[src/design/lksc_pkg.sv]
// shared types, constants and the seven-segment table of the led/key serial controller
// no dependencies; used by lksc_front, lksc_back and led_key_serial_controller
package lksc_pkg;

   // sequence sizes
   localparam int Digits     = 8;
   localparam int ClearBytes = 16;
   localparam int KeyBytes   = 4;

   // last frame step of each sequence
   localparam logic [5:0] CLEAR_LAST   = 6'(4 + ClearBytes);
   localparam logic [5:0] REFRESH_LAST = 6'(2 + 7 * Digits);
   localparam logic [5:0] SCAN_LAST    = 6'(2 + KeyBytes);

   // request op codes
   localparam logic [2:0] OP_TICK    = 3'd0;
   localparam logic [2:0] OP_WRITE   = 3'd1;
   localparam logic [2:0] OP_REFRESH = 3'd2;
   localparam logic [2:0] OP_SCAN    = 3'd3;
   localparam logic [2:0] OP_CLEAR   = 3'd4;

   // chip command bytes
   localparam logic [7:0] CMD_CLEAR     = 8'h40;
   localparam logic [7:0] CMD_FIXED     = 8'h44;
   localparam logic [7:0] CMD_ADDR_BASE = 8'hC0;
   localparam logic [7:0] CMD_READ      = 8'h42;
   localparam logic [7:0] DISP_RESET    = 8'h8F;

   typedef enum logic [1:0] {
      KIND_IDLE,
      KIND_CLEAR,
      KIND_REFRESH,
      KIND_SCAN
   } kind_type;

   // classified request, passed from front to back
   typedef struct packed {
      logic       wr_digit;
      kind_type   start;
      logic [2:0] pos;
      logic [3:0] value;
      logic       din;
   } cmd_type;

   // pin levels and status of one tick, strobe in the lowest bit
   typedef struct packed {
      logic       busy;
      logic [7:0] keys;
      logic       drive;
      logic       dat;
      logic       clk;
      logic       strobe;
   } pins_type;

   // seven-segment code, codes above nine blank
   function automatic logic [7:0] seg_code(input logic [3:0] d);
      logic [7:0] s;
      case (d)
         4'd0: s = 8'h3F;
         4'd1: s = 8'h06;
         4'd2: s = 8'h5B;
         4'd3: s = 8'h4F;
         4'd4: s = 8'h66;
         4'd5: s = 8'h6D;
         4'd6: s = 8'h7D;
         4'd7: s = 8'h07;
         4'd8: s = 8'h7F;
         4'd9: s = 8'h6F;
         default: s = 8'h00;
      endcase
      return s;
   endfunction

endpackage

[src/design/lksc_front.sv]
// front end: accepts requests, decodes the op and queues them in a two-entry fifo
// depends on lksc_pkg
module lksc_front (
   input  logic             clock,
   input  logic             reset,
   input  logic             req_tvalid,
   output logic             req_tready,
   input  logic [7:0]       req_tdata,
   input  logic [2:0]       req_tuser,
   output logic             head_valid,
   output lksc_pkg::cmd_type head,
   input  logic             head_pop
);
   import lksc_pkg::*;

   cmd_type    fifo_ff [2];
   logic       wr_ptr_ff, wr_ptr_in;
   logic       rd_ptr_ff, rd_ptr_in;
   logic [1:0] count_ff, count_in;
   cmd_type    cmd;
   logic       push;

   // classify the incoming request
   always_comb begin
      cmd.wr_digit = (req_tuser == OP_WRITE);
      case (req_tuser)
         OP_REFRESH: cmd.start = KIND_REFRESH;
         OP_SCAN:    cmd.start = KIND_SCAN;
         OP_CLEAR:   cmd.start = KIND_CLEAR;
         default:    cmd.start = KIND_IDLE;
      endcase
      cmd.pos   = req_tdata[2:0];
      cmd.value = req_tdata[6:3];
      cmd.din   = req_tdata[7];
   end

   assign req_tready = (count_ff != 2'd2);
   assign push       = req_tvalid && req_tready;
   assign head_valid = (count_ff != 2'd0);
   assign head       = fifo_ff[rd_ptr_ff];

   // queue pointers and fill level
   always_comb begin
      wr_ptr_in = push ? ~wr_ptr_ff : wr_ptr_ff;
      rd_ptr_in = head_pop ? ~rd_ptr_ff : rd_ptr_ff;
      count_in  = 2'(count_ff + {1'b0, push} - {1'b0, head_pop});
   end

   always_ff @(posedge clock) begin
      if (reset) begin
         wr_ptr_ff <= 1'b0;
         rd_ptr_ff <= 1'b0;
         count_ff  <= 2'd0;
      end else begin
         wr_ptr_ff <= wr_ptr_in;
         rd_ptr_ff <= rd_ptr_in;
         count_ff  <= count_in;
      end
   end

   // queue storage
   always_ff @(posedge clock) begin
      if (push) begin
         fifo_ff[wr_ptr_ff] <= cmd;
      end
   end

endmodule

[src/design/lksc_back.sv]
// back end: digit store, frame sequencer and the registered response stage
// depends on lksc_pkg
module lksc_back (
   input  logic             clock,
   input  logic             reset,
   input  logic             csr_wen,
   input  logic [7:0]       csr_wdata,
   input  logic             head_valid,
   input  lksc_pkg::cmd_type head,
   output logic             head_pop,
   output logic             rsp_tvalid,
   input  logic             rsp_tready,
   output logic [15:0]      rsp_tdata
);
   import lksc_pkg::*;

   typedef enum logic [1:0] {
      SLOT_START,
      SLOT_OUT,
      SLOT_READ,
      SLOT_END
   } slot_type;

   logic [7:0]                disp_ctrl_ff;
   logic [7:0][3:0]           digits_ff, digits_in;
   kind_type                  kind_ff, kind_in, kind_cur;
   logic [5:0]                step_ff, step_in, step_cur;
   logic [3:0]                phase_ff, phase_in, phase_cur;
   logic [2:0]                dig_ff, dig_in, dig_cur;
   logic [2:0]                sub_ff, sub_in, sub_cur;
   logic [7:0]                shift_ff, shift_in, shift_cur;
   logic [3:0][7:0]           kbytes_ff, kbytes_in, kbytes_cur;
   logic [7:0]                keys_ff, keys_in;
   logic                      out_valid_ff;
   pins_type                  out_pins_ff, pins;
   logic                      start_now, last, step_inc;
   slot_type                  slot;
   logic [7:0]                val;
   logic [1:0]                kidx;

   assign head_pop   = head_valid && (!out_valid_ff || rsp_tready);
   assign rsp_tvalid = out_valid_ff;
   assign rsp_tdata  = {3'b000, out_pins_ff};

   // apply digit write and start ahead of the tick
   always_comb begin
      digits_in = digits_ff;
      if (head.wr_digit) begin
         digits_in[head.pos] = head.value;
      end
      start_now  = (kind_ff == KIND_IDLE) && (head.start != KIND_IDLE);
      kind_cur   = start_now ? head.start : kind_ff;
      step_cur   = start_now ? 6'd0 : step_ff;
      phase_cur  = start_now ? 4'd0 : phase_ff;
      dig_cur    = start_now ? 3'd0 : dig_ff;
      sub_cur    = start_now ? 3'd0 : sub_ff;
      kbytes_cur = (start_now && head.start == KIND_SCAN) ? '0 : kbytes_ff;
   end

   // slot decode for the current frame step
   always_comb begin
      slot = SLOT_END;
      val  = 8'h00;
      last = 1'b0;
      case (kind_cur)
         KIND_CLEAR: begin
            if (step_cur == 6'd0 || step_cur == 6'd3) slot = SLOT_START;
            else if (step_cur == 6'd1) begin
               slot = SLOT_OUT;
               val  = CMD_CLEAR;
            end else if (step_cur == 6'd2) slot = SLOT_END;
            else if (step_cur < CLEAR_LAST) slot = SLOT_OUT;
            else last = 1'b1;
         end
         KIND_REFRESH: begin
            if (step_cur == 6'd0) slot = SLOT_START;
            else if (step_cur == 6'd1) begin
               slot = SLOT_OUT;
               val  = disp_ctrl_ff;
            end else if (step_cur == 6'd2) slot = SLOT_END;
            else if (step_cur >= REFRESH_LAST) last = 1'b1;
            else begin
               case (sub_cur)
                  3'd0, 3'd3: slot = SLOT_START;
                  3'd1: begin
                     slot = SLOT_OUT;
                     val  = CMD_FIXED;
                  end
                  3'd4: begin
                     slot = SLOT_OUT;
                     val  = CMD_ADDR_BASE + {4'b0000, dig_cur, 1'b0};
                  end
                  3'd5: begin
                     slot = SLOT_OUT;
                     val  = seg_code(digits_in[dig_cur]);
                  end
                  default: slot = SLOT_END;
               endcase
            end
         end
         KIND_SCAN: begin
            if (step_cur == 6'd0) slot = SLOT_START;
            else if (step_cur == 6'd1) begin
               slot = SLOT_OUT;
               val  = CMD_READ;
            end else if (step_cur < SCAN_LAST) slot = SLOT_READ;
            else last = 1'b1;
         end
         default: slot = SLOT_END;
      endcase
   end

   // one pin phase of the running sequence
   always_comb begin
      kind_in   = kind_cur;
      step_in   = step_cur;
      phase_in  = phase_cur;
      dig_in    = dig_cur;
      sub_in    = sub_cur;
      shift_in  = shift_ff;
      kbytes_in = kbytes_cur;
      keys_in   = keys_ff;
      step_inc  = 1'b0;
      shift_cur = shift_ff;
      kidx      = 2'(step_cur - 6'd2);
      pins      = '{busy: 1'b0, keys: 8'h00, drive: 1'b1, dat: 1'b1, clk: 1'b1, strobe: 1'b1};
      if (kind_cur != KIND_IDLE) begin
         pins.busy = 1'b1;
         case (slot)
            SLOT_START: begin
               pins.strobe = 1'b0;
               step_inc    = 1'b1;
            end
            SLOT_OUT: begin
               shift_cur   = (phase_cur == 4'd0) ? val : shift_ff;
               shift_in    = shift_cur;
               pins.strobe = 1'b0;
               pins.clk    = phase_cur[0];
               pins.dat    = shift_cur[phase_cur[3:1]];
            end
            SLOT_READ: begin
               pins.strobe = 1'b0;
               pins.drive  = 1'b0;
               if (!phase_cur[0]) begin
                  shift_cur = (phase_cur == 4'd0) ? 8'h00 : shift_ff;
                  shift_in  = shift_cur | (8'(head.din) << phase_cur[3:1]);
               end else begin
                  pins.clk = 1'b0;
                  if (phase_cur == 4'd15) begin
                     kbytes_in[kidx] = shift_ff;
                  end
               end
            end
            default: begin
               if (kind_cur == KIND_SCAN) begin
                  keys_in = 8'h00;
                  for (int n = 0; n < KeyBytes; n++) begin
                     keys_in[n]     = kbytes_cur[n][1];
                     keys_in[n + 4] = kbytes_cur[n][5];
                  end
               end
               if (last) begin
                  kind_in = KIND_IDLE;
                  step_in = 6'd0;
               end else begin
                  step_inc = 1'b1;
               end
               phase_in = 4'd0;
            end
         endcase
         if (slot == SLOT_OUT || slot == SLOT_READ) begin
            if (phase_cur == 4'd15) begin
               phase_in = 4'd0;
               step_inc = 1'b1;
            end else begin
               phase_in = 4'(phase_cur + 4'd1);
            end
         end
      end
      // step counter, digit and sub-step tracking within the refresh
      if (step_inc) begin
         step_in = 6'(step_cur + 6'd1);
         if (kind_cur == KIND_REFRESH && step_cur >= 6'd3) begin
            if (sub_cur == 3'd6) begin
               sub_in = 3'd0;
               dig_in = 3'(dig_cur + 3'd1);
            end else begin
               sub_in = 3'(sub_cur + 3'd1);
            end
         end
      end
      pins.keys = keys_in;
   end

   // sequencer state and response register
   always_ff @(posedge clock) begin
      if (reset) begin
         disp_ctrl_ff <= DISP_RESET;
         digits_ff    <= {8{4'd8}};
         kind_ff      <= KIND_IDLE;
         step_ff      <= 6'd0;
         phase_ff     <= 4'd0;
         dig_ff       <= 3'd0;
         sub_ff       <= 3'd0;
         shift_ff     <= 8'h00;
         kbytes_ff    <= '0;
         keys_ff      <= 8'h00;
         out_valid_ff <= 1'b0;
      end else begin
         if (csr_wen) begin
            disp_ctrl_ff <= csr_wdata;
         end
         if (head_pop) begin
            digits_ff   <= digits_in;
            kind_ff     <= kind_in;
            step_ff     <= step_in;
            phase_ff    <= phase_in;
            dig_ff      <= dig_in;
            sub_ff      <= sub_in;
            shift_ff    <= shift_in;
            kbytes_ff   <= kbytes_in;
            keys_ff     <= keys_in;
            out_pins_ff <= pins;
         end
         if (head_pop) begin
            out_valid_ff <= 1'b1;
         end else if (rsp_tready) begin
            out_valid_ff <= 1'b0;
         end
      end
   end

endmodule

[src/design/led_key_serial_controller.sv]
// top level of the led/key serial controller: front queue and back sequencer
// depends on lksc_pkg, lksc_front and lksc_back
//
//   channel  direction  handshake             payload
//   req      in         req_tvalid/req_tready tdata {data_in, digit_value, digit_position}, tuser op
//   rsp      out        rsp_tvalid/rsp_tready tdata {busy, keys, drive, data, clock, strobe}
//   csr      in         csr_wen               csr_wdata display control byte
//
// one request gives one response; a request is accepted every cycle while the queue has room.
// it is registered in the decode queue, then its sequencer step goes into the response register.
// each request advances the serial sequence by exactly one pin phase.
// synchronous active-high reset: lines idle high, digits all eight, control byte 0x8F.
// a stalled response holds the sequencer; the two-entry queue then fills and drops req_tready.
module led_key_serial_controller (
   input  logic        clock,
   input  logic        reset,
   input  logic        req_tvalid,
   output logic        req_tready,
   input  logic [7:0]  req_tdata,   // [2:0] digit_position, [6:3] digit_value, [7] data_in
   input  logic [2:0]  req_tuser,   // [2:0] op
   output logic        rsp_tvalid,
   input  logic        rsp_tready,
   output logic [15:0] rsp_tdata,   // [0] strobe_res, [1] clock_res, [2] data_out,
                                    // [3] data_drive, [11:4] keys, [12] busy_res, rest zero
   input  logic        csr_wen,
   input  logic [7:0]  csr_wdata
);
   import lksc_pkg::*;

   logic    head_valid;
   logic    head_pop;
   cmd_type head;

   // request decode and queue
   lksc_front u_front (
      .clock      (clock),
      .reset      (reset),
      .req_tvalid (req_tvalid),
      .req_tready (req_tready),
      .req_tdata  (req_tdata),
      .req_tuser  (req_tuser),
      .head_valid (head_valid),
      .head       (head),
      .head_pop   (head_pop)
   );

   // sequencer and response stage
   lksc_back u_back (
      .clock      (clock),
      .reset      (reset),
      .csr_wen    (csr_wen),
      .csr_wdata  (csr_wdata),
      .head_valid (head_valid),
      .head       (head),
      .head_pop   (head_pop),
      .rsp_tvalid (rsp_tvalid),
      .rsp_tready (rsp_tready),
      .rsp_tdata  (rsp_tdata)
   );

endmodule
[config.mk]
export PLATFORM = sky130hd
export DESIGN_NAME = led_key_serial_controller
export DESIGN_NICKNAME = d
export VERILOG_FILES = /design/src/design/lksc_pkg.sv /design/src/design/lksc_front.sv /design/src/design/lksc_back.sv /design/src/design/led_key_serial_controller.sv
export SDC_FILE = /design/constraint.sdc
export NUM_CORES = 1
export LEC_CHECK = 0
export BUFFER_PORTS_ARGS = -buffer_cell sky130_fd_sc_hd__buf_2
export CAP_MARGIN = 0
export CORE_MARGIN = 4
export CORE_UTILIZATION = 60
export DETAILED_ROUTE_END_ITERATION = 10
export GPL_TIMING_DRIVEN = 0
export PLACE_DENSITY_LB_ADDON = 0.3
export SYNTH_ARGS = -nofsm -noshare
export SYNTH_HDL_FRONTEND = slang
export SYNTH_HIERARCHICAL = 1
export SYNTH_SLANG_ARGS = --single-unit
[constraint.sdc]
create_clock -name clock -period 5.8 [get_ports clock]
set_input_delay 0.58 -clock clock [delete_from_list [all_inputs] [get_ports clock]]
set_output_delay 0.58 -clock clock [all_outputs]
set_load 0.02 [all_outputs]
==> key figures, run 1 <==
Power and ir drop
  • Switching part of the total power: 0.4136
  • Clock share of power: 0.295
  • P_int: 2.098 mW
  • Leakage power: roughly 3.1 nW
  • Combinational share of power: 0.412
  • PD cells: approximately 450 mW/mm²
  • Maximum vdd drop: between 0.0004 and 0.0005 V
  • P_sw: approximately 1.5 mW
  • Sequential cell fraction of total power: 0.294

Finish
  • Util after Layout: 0.6983
  • Post-route cell area: approximately 0.008 mm²
  • Layout fillers: about 900
  • Ant diodes: 0
  • Area delta synth->final: 13.82%
  • Seq. cell area: approximately 0.0028 mm²
  • Fin nets: a little over 900
  • Final Instance Count excl. Fillers: ~1000
  • Area occupied by multi-input gates: slightly below 0.004 mm²
  • Layout cell share with drive strength beyond 1: 0.1222

Die
  • Die Ht: about 120 µm
  • Num rows: 39
  • IO Pins: 42
  • Die width: around 120 µm
  • Initial core utilization: 0.6135
  • Die area: approximately 0.013 mm²
  • Core Footprint: 0.01142 mm²

GRT
  • Largest net degree at the start of global routing: 17
  • Vias in the first global route: 6100
  • Global-route wire length before repair: approximately 31 mm
  • Initial antenna violation count: 0
  • Total grt overflow: 0
  • Global-route usage over all layers: 0.2989

Synthesis
  • Largest family of logic cells by synthesized area: simple AND/OR/NAND/NOR gates
  • Synth area leader: dfxtp_1
  • Synth Area in Adders: 0.03215
  • Yosys reg bits: 123
  • Sequential area share after synthesis: 0.4015
  • Post-synthesis mux area share: 0.07912
  • EDFF count, synth: 35
  • Async set or reset register ratio after synthesis: 0
  • Post-Synth XOR/XNOR Area: 0.007501
  • Mapped Area: 0.007005 mm²
  • Yosys synthesis warning count: 6
  • Yosys top cell area share: 0.2515
  • Synthesized area per cell: ~8.5 µm²
  • Mapped Cells: a little over 800
  • Synth Area in Simple Gates: 0.2390
  • Top_reg_cell synth: dfxtp_1
  • Ranking of synthesized cells by area: dfxtp_1 25%, edfxtp_1 15%, nand2_1 6.6%
  • Synth Area in Compound Gates: 0.1884
  • Distinct cells, synth: 81

Route
  • First-iteration detailed-routing DRC count: approximately 940
  • Metal2 WL: approximately 9.3 mm
  • Via density: roughly 6.4
  • Drt wl/cell: ~19 µm
  • DR WL met3: 1.961 mm
  • DR top layer: met4
  • M1 WL: around 8.1 mm
  • Routed Antenna Nets: 0
  • Routed WL: between 15 and 20 mm
  • Detailed Routing Iterations Pass 1: 7
  • Routed via count: between 6000 and 7000
  • Drc violations: 0

Placed design
  • DP Worst Slack: roughly 0.32 ns
  • DP Cell Count: around 1000
  • Port bufs: 37
  • Dpl hpwl: 14.09 mm
  • Area of placed instances: around 0.0074 mm²
  • RD Place Congestion: roughly 0.97

Setup path
  • Worst setup path class: flip-flop to flip-flop
  • R2R cell count: 20
  • CP max-delay cell: a21oi_1
  • End of the critical path: u_back/step_ff[5]
  • Largest stage delay on the critical path: between 0.5 and 0.6 ns
  • Reg-to-Reg End: u_back/step_ff[5]
  • R2R setup slack: 0.32 ns
  • Worst Path Arrival: around 6 ns
  • Crit Path Max Fanout: 10
  • Worst endpoint required time: a little over 6 ns
  • Crit start category: flip-flop
  • Worst Setup End Kind: flip-flop
  • Critical-path cell list: buf_2 -> mux2_2 -> or2_2 -> nand2_1 -> clkbuf_2 -> nand2_1 -> inv_1 -> ha_1 -> clkbuf_1 -> nand2_1 -> a21oi_1 -> o22ai_1 -> a21oi_1 -> inv_1 -> ha_1 -> a21o_1 -> a21oi_1 -> nand4_1 -> or3_1 -> nand3_1

Clock tree
  • # hold bufs at CTS: 0
  • Post-CTS Setup Bufs: 0
  • Worst-Skew Late Latency: roughly 0.42 ns
  • Sink Count: 123
  • CTS tree: yes
  • Clock root buffer: clkbuf_16
  • Number of CTS-inserted buffers: 17
  • # H-tree levels: 4
  • Clk pin slew, worst setup/hold paths: ~0.060 ns
  • CTS max path bufs: 2

Timing
  • Setup_tns: 0 ns
  • Worst setup margin: roughly 0.32 ns
  • Actual slew at the worst max-slew pin: between 0.9 and 1 ns
  • # setup viols final: 0
  • Crit share post-route: 0.9451
  • Final Hold Fails: 0
  • Pins over their slew limit: 0
  • RSZ-0062 raised after global routing: no
  • Relative slew slack: 0.3692
  • Post-route clock skew: about 0.01 ns
  • Min Tclk post-route: approximately 5.5 ns
  • Maximum clock frequency: ~0.18 GHz

Run status
  • Status: finished clean

Flow run
  • Max_cap viols: 0

Min path
  • Hold Crit Class: input pin to flip-flop
  • Hold path cells: 1
-- area by class of cell --
cell class              count  area share
clock inverters            12     0.01883
clock buffers              20     0.05476
multi-input cells         618      0.4823
flip-flops and latches    123      0.3527
well taps                 143     0.02244
repair buffers             37     0.02322
plain buffers              60     0.03154
inverters                  30     0.01412
-- cells in the final DEF, fill, tap and decap left out, types with 6 or more instances in the layout --
cell       count
nand4_1       13
a31oi_1        7
and3_1         6
nor3_1        17
a22oi_1       13
a21o_1         8
nand2_1      123
inv_1         27
clkbuf_16     17
o21ai_0       29
mux2i_1       43
nor4_1        10
mux2_2         7
o211ai_1      17
clkbuf_1      45
or2_2         10
buf_2         45
nor2_1        70
a21oi_1       55
nor2b_1        9
nand3_1       33
ha_1          18
a211oi_1       7
dfxtp_1       88
nand2b_1      13
edfxtp_1      35
-- state kept, by name (all words and copies together) (netlist names), 3 cells and up, named ones only --
| register | flops |
|---|---|
| u_back/disp_ctrl_ff | 8 |
| u_back/step_ff | 6 |
| u_front/fifo_ff | 22 |
| u_back/rsp_tdata | 13 |
| u_back/sub_ff | 3 |
| u_back/phase_ff | 4 |
| u_back/kbytes_ff | 8 |
| u_back/digits_ff | 32 |
| u_back/dig_ff | 3 |
| u_back/keys_ff | 8 |
| u_back/shift_ff | 8 |
-- how the worst min path moves through the flow --
stage	from	endpoint	slack [ns]
final	req_tdata[6]	u_front/fifo_ff[0][4]	0.34
after global routing	req_tdata[6]	u_front/fifo_ff[1][4]	0.33
after CTS	req_tdata[6]	u_front/fifo_ff[1][4]	0.33
after detailed placement	u_back/digits_ff[17]	u_back/digits_ff[17]	0.45
after global placement	u_back/shift_ff[0]	u_back/shift_ff[0]	0.44
after floorplan	u_back/shift_ff[0]	u_back/shift_ff[0]	0.43
-- layer usage --
metal  GRT usage  up-vias
li1            -     3116
met1      0.3787     3101
met4      0.1268        0
met3     0.08251       57
met5           0        -
met2      0.4810      402
-- critical path: cells and delay by family (launching register included) --
kind	cells	cell delay [ns]
multiplexers	1	0.41
flip-flops	1	0.35
adder cells (fa/ha/maj)	2	0.41
AO/OA/AOI/OAI	5	1.35
buffers and inverters	5	1.20
AND/OR/NAND/NOR	7	1.68
-- timing repair --
action | CTS | global route
endpoints found under the hold margin | 0 | 0
endpoints found under the setup margin | 0 | 11
resized for setup | 0 | 3
-- per-stage QoR --
step / hold WS, ns / power [mW]
global placement: 0.4397 / 2.426
CTS: 0.3330 / 3.532
floorplan: 0.4274 / 2.065
detailed placement: 0.4458 / 2.471
global route: 0.3325 / 3.752
finish: 0.3446 / 3.577
-- cell families after synthesis --
group | count (synthesis)
DFF | 123
xor gates and xnor gates | 6
AOI/OAI and AO/OA | 194
other | 1
and+or+nand+nor | 343
adders and majority gates | 18
muxes | 54
buffers and inverters | 90
-- synth_stat cells (5+ instances only) --
cell type  count
and3_1         6
edfxtp_1      35
nor3_1        17
xnor2_1        5
or2_2         10
nor2_1        71
nand2b_1      13
o21ai_0       29
o21ai_1        5
o211ai_1      17
a22oi_1       13
nand3_1       33
a21oi_1       55
mux2i_1       43
inv_1         27
buf_2          8
nand4b_1       5
a211oi_1       7
and2_1         5
dfxtp_1       88
nand2_1      123
buf_1          5
clkbuf_1      43
a31oi_1        7
nor4_1        11
nor2b_1        9
nand4_1       13
ha_1          18
mux2_2         7
nand3b_1       5
a21o_1         8
-- power by group through the flow --
stage	registers, mW	logic [mW]	clock network (mW)
3_3_place_gp	1.06	1.37	0
4_1_cts	1.05	1.42	1.06
2_1_floorplan	1.08	0.983	0
5_1_grt	1.06	1.58	1.12
3_5_place_dp	1.06	1.41	0
6_report	1.05	1.47	1.05
No activity file was read; power rests on OpenSTA's default activity.
==> run 2: changes to the inputs <==
Settings changed: CORE_MARGIN 4 to default.
==> run 2 against run 1 <==
Compared with the run above: final area rose by 0.14%; highest routed layer unchanged; hold slack about the same; total power is essentially flat; combinational power is essentially flat; clock skew fell by 0.0013 ns; sequential share of layout area barely moved; wire length increased by 0.13%; fmax rose by 1.9%; non-clock buffer count stayed put.
==> key figures, run 2 (synthesis results as in run 1) <==
Run status
  • Status: finished clean

GRT
  • Total grt overflow: 0
  • Top Usage Layer GRT: met2
  • Initial antenna violation count: 0
  • Largest net degree at the start of global routing: 17
  • Vias in the first global route: ~6200
  • Global-route wire length before repair: approximately 32 mm
  • Global-route usage over all layers: 0.3513
  • Met3 usage: 0.09112
  • M2 GR Usage: 0.5545
  • Global Route met1 Usage: 0.4427

Timing
  • # setup viols final: 0
  • Post-route clock skew: roughly 0.0087 ns
  • Min Tclk post-route: around 5.4 ns
  • Pins over their slew limit: 0
  • Actual slew at the worst max-slew pin: 0.9047 ns
  • Crit share post-route: 0.9276
  • Final Hold Fails: 0
  • Setup_tns: 0 ns
  • Maximum clock frequency: between 0.15 and 0.2 GHz
  • Relative slew slack: 0.3962
  • Worst setup margin: approximately 0.42 ns
  • RSZ-0062 raised after global routing: no

Finish
  • Leading cell types in the layout, fill and taps excluded: 123 x nand2_1, 88 x dfxtp_1, 70 x nor2_1
  • Area delta synth->final: 13.98%
  • Final Instance Count excl. Fillers: 1043
  • Max FFs per register: 32
  • Layout fillers: between 900 and 1000
  • Layout cell share with drive strength beyond 1: 0.1267
  • Ant diodes: 0
  • Fin nets: about 930
  • Top reg by flops: u_back/digits_ff
  • Most common cell after layout, fill and taps aside: nand2_1

Setup path
  • CP max-delay cell: clkbuf_1
  • Worst Path Arrival: 5.69 ns
  • Largest stage delay on the critical path: 0.42 ns
  • Crit start category: flip-flop
  • Worst setup path class: flip-flop to flip-flop
  • Critical-path cell list: buf_2 -> mux2_2 -> or2_2 -> nand2_1 -> clkbuf_2 -> nand2_1 -> inv_1 -> ha_1 -> clkbuf_1 -> nand2_1 -> a21oi_1 -> o22ai_1 -> a21oi_1 -> ha_1 -> nor2_1 -> a211oi_4 -> nand2b_1 -> clkbuf_1 -> a221o_1 -> o221a_2
  • Crit Path Max Fanout: 10
  • Most frequent CP cell: nand2_1
  • R2R cell count: 20
  • R2R setup slack: between 0.4 and 0.5 ns
  • Worst Setup End Kind: flip-flop
  • Reg-to-Reg End: u_back/shift_ff[2]
  • Worst endpoint required time: 6.11 ns

Die
  • Die width: approximately 110 µm
  • Core Footprint: around 0.011 mm²
  • Num rows: 39
  • IO Pins: 42
  • Die area: about 0.012 mm²
  • Die Ht: between 100 and 150 µm
  • Initial core utilization: 0.6135

Placed design
  • Port bufs: 37
  • RD Place Congestion: ~0.96
  • DP Cell Count: 1011
  • Dpl hpwl: approximately 14 mm
  • DP Worst Slack: between 0.2 and 0.25 ns

Route
  • First-iteration detailed-routing DRC count: approximately 750
  • Routed Antenna Nets: 0
  • Routed WL: 19.95 mm
  • Detailed Routing Iterations Pass 1: 5
  • Drt wl/cell: between 15 and 20 µm
  • Drc violations: 0
  • Via density: 6.454
  • Routed via count: slightly below 7000

Clock tree
  • CTS tree: yes
  • Sink Count: about 120
  • Clk pin slew, worst setup/hold paths: 0.06 ns
  • Clock root buffer: clkbuf_16
  • Worst-Skew Late Latency: 0.42 ns
  • Number of CTS-inserted buffers: 17
  • # H-tree levels: 4
  • CTS max path bufs: 2

Power and ir drop
  • PD cells: ~450 mW/mm²
  • Maximum vdd drop: about 0.00037 V
  • Leakage power: 3.112 nW
  • Overall power: around 3.6 mW

Min path
  • Hold Path Sink: u_front/fifo_ff[1][6]
  • Hold path cells: 1
  • Hold Crit Class: input pin to flip-flop
  • Hold_sp: req_tdata[1]

Flow run
  • Max_cap viols: 0
## run 2: cell count changes in the layout (fill, tap and decap cells not counted), sizes merged
cell      before  now
inv           29   32
bufinv         3    2
clkbuf        63   62
clkinvlp       2    1
## run 2: how the worst max path moves through the flow
| stage | slack [ns] | depth (start not counted) | to |
|---|---|---|---|
| after global routing | 0.06 | 20 | u_back/shift_ff[2] |
| after global placement | 0.39 | 20 | u_back/shift_ff[2] |
| after CTS | 0.18 | 19 | u_back/kbytes_ff[1] |
| after floorplan | 1.40 | 20 | u_back/shift_ff[2] |
| after detailed placement | 0.21 | 20 | u_back/shift_ff[2] |
| final | 0.42 | 20 | u_back/shift_ff[2] |
## run 2: through the flow
| stage | hold WS, ns | cell area [µm²] | utilization |
|---|---|---|---|
| after floorplan | 0.4274 | 7013 | - |
| after global placement | 0.4367 | 7377 | 0.6461 |
| after detailed placement | 0.4452 | 7380 | 0.6463 |
| after CTS | 0.3323 | 7965 | 0.6976 |
| after global routing | 0.3279 | 7985 | 0.6993 |
| final | 0.3448 | 7985 | 0.6993 |
## run 2: cell type report
cell class,instances,area [µm²],area share
well taps,143,178.9,0.02241
clock inverters,13,142.6,0.01786
repair buffers,37,185.2,0.02319
plain buffers,60,252.7,0.03165
inverters,30,112.6,0.01410
clock buffers,19,442.9,0.05547
flip-flops and latches,123,2813,0.3522
multi-input cells,618,3857,0.4831
## run 2: where the power goes
part / internal (mW) / switching [mW]
combinational: 0.434 / 1.04
clock: 0.646 / 0.403
sequential: 0.997 / 0.0520
total: 2.08 / 1.50
## run 2: routing by layer
layer,up-vias,share of wire
met2,368,0.46
met1,3183,0.42
met4,0,0.037
met5,-,0
li1,3105,-
met3,76,0.086
## run 2: worst max-delay path: cells and delay by family (launching register included)
family	cells	cell delay, ns
adder cells (fa/ha/maj)	2	0.44
buffers and inverters	5	1.35
multiplexers	1	0.41
flip-flops	1	0.32
AO/OA/AOI/OAI	6	1.65
AND/OR/NAND/NOR	6	1.09
## run 2: repair_timing
| item | in CTS | in global routing |
|---|---|---|
| endpoints found under the setup margin | 0 | 21 |
| gates resized for setup | 0 | 7 |
| hold buffers | 0 | 0 |
| setup buffers | 0 | 0 |
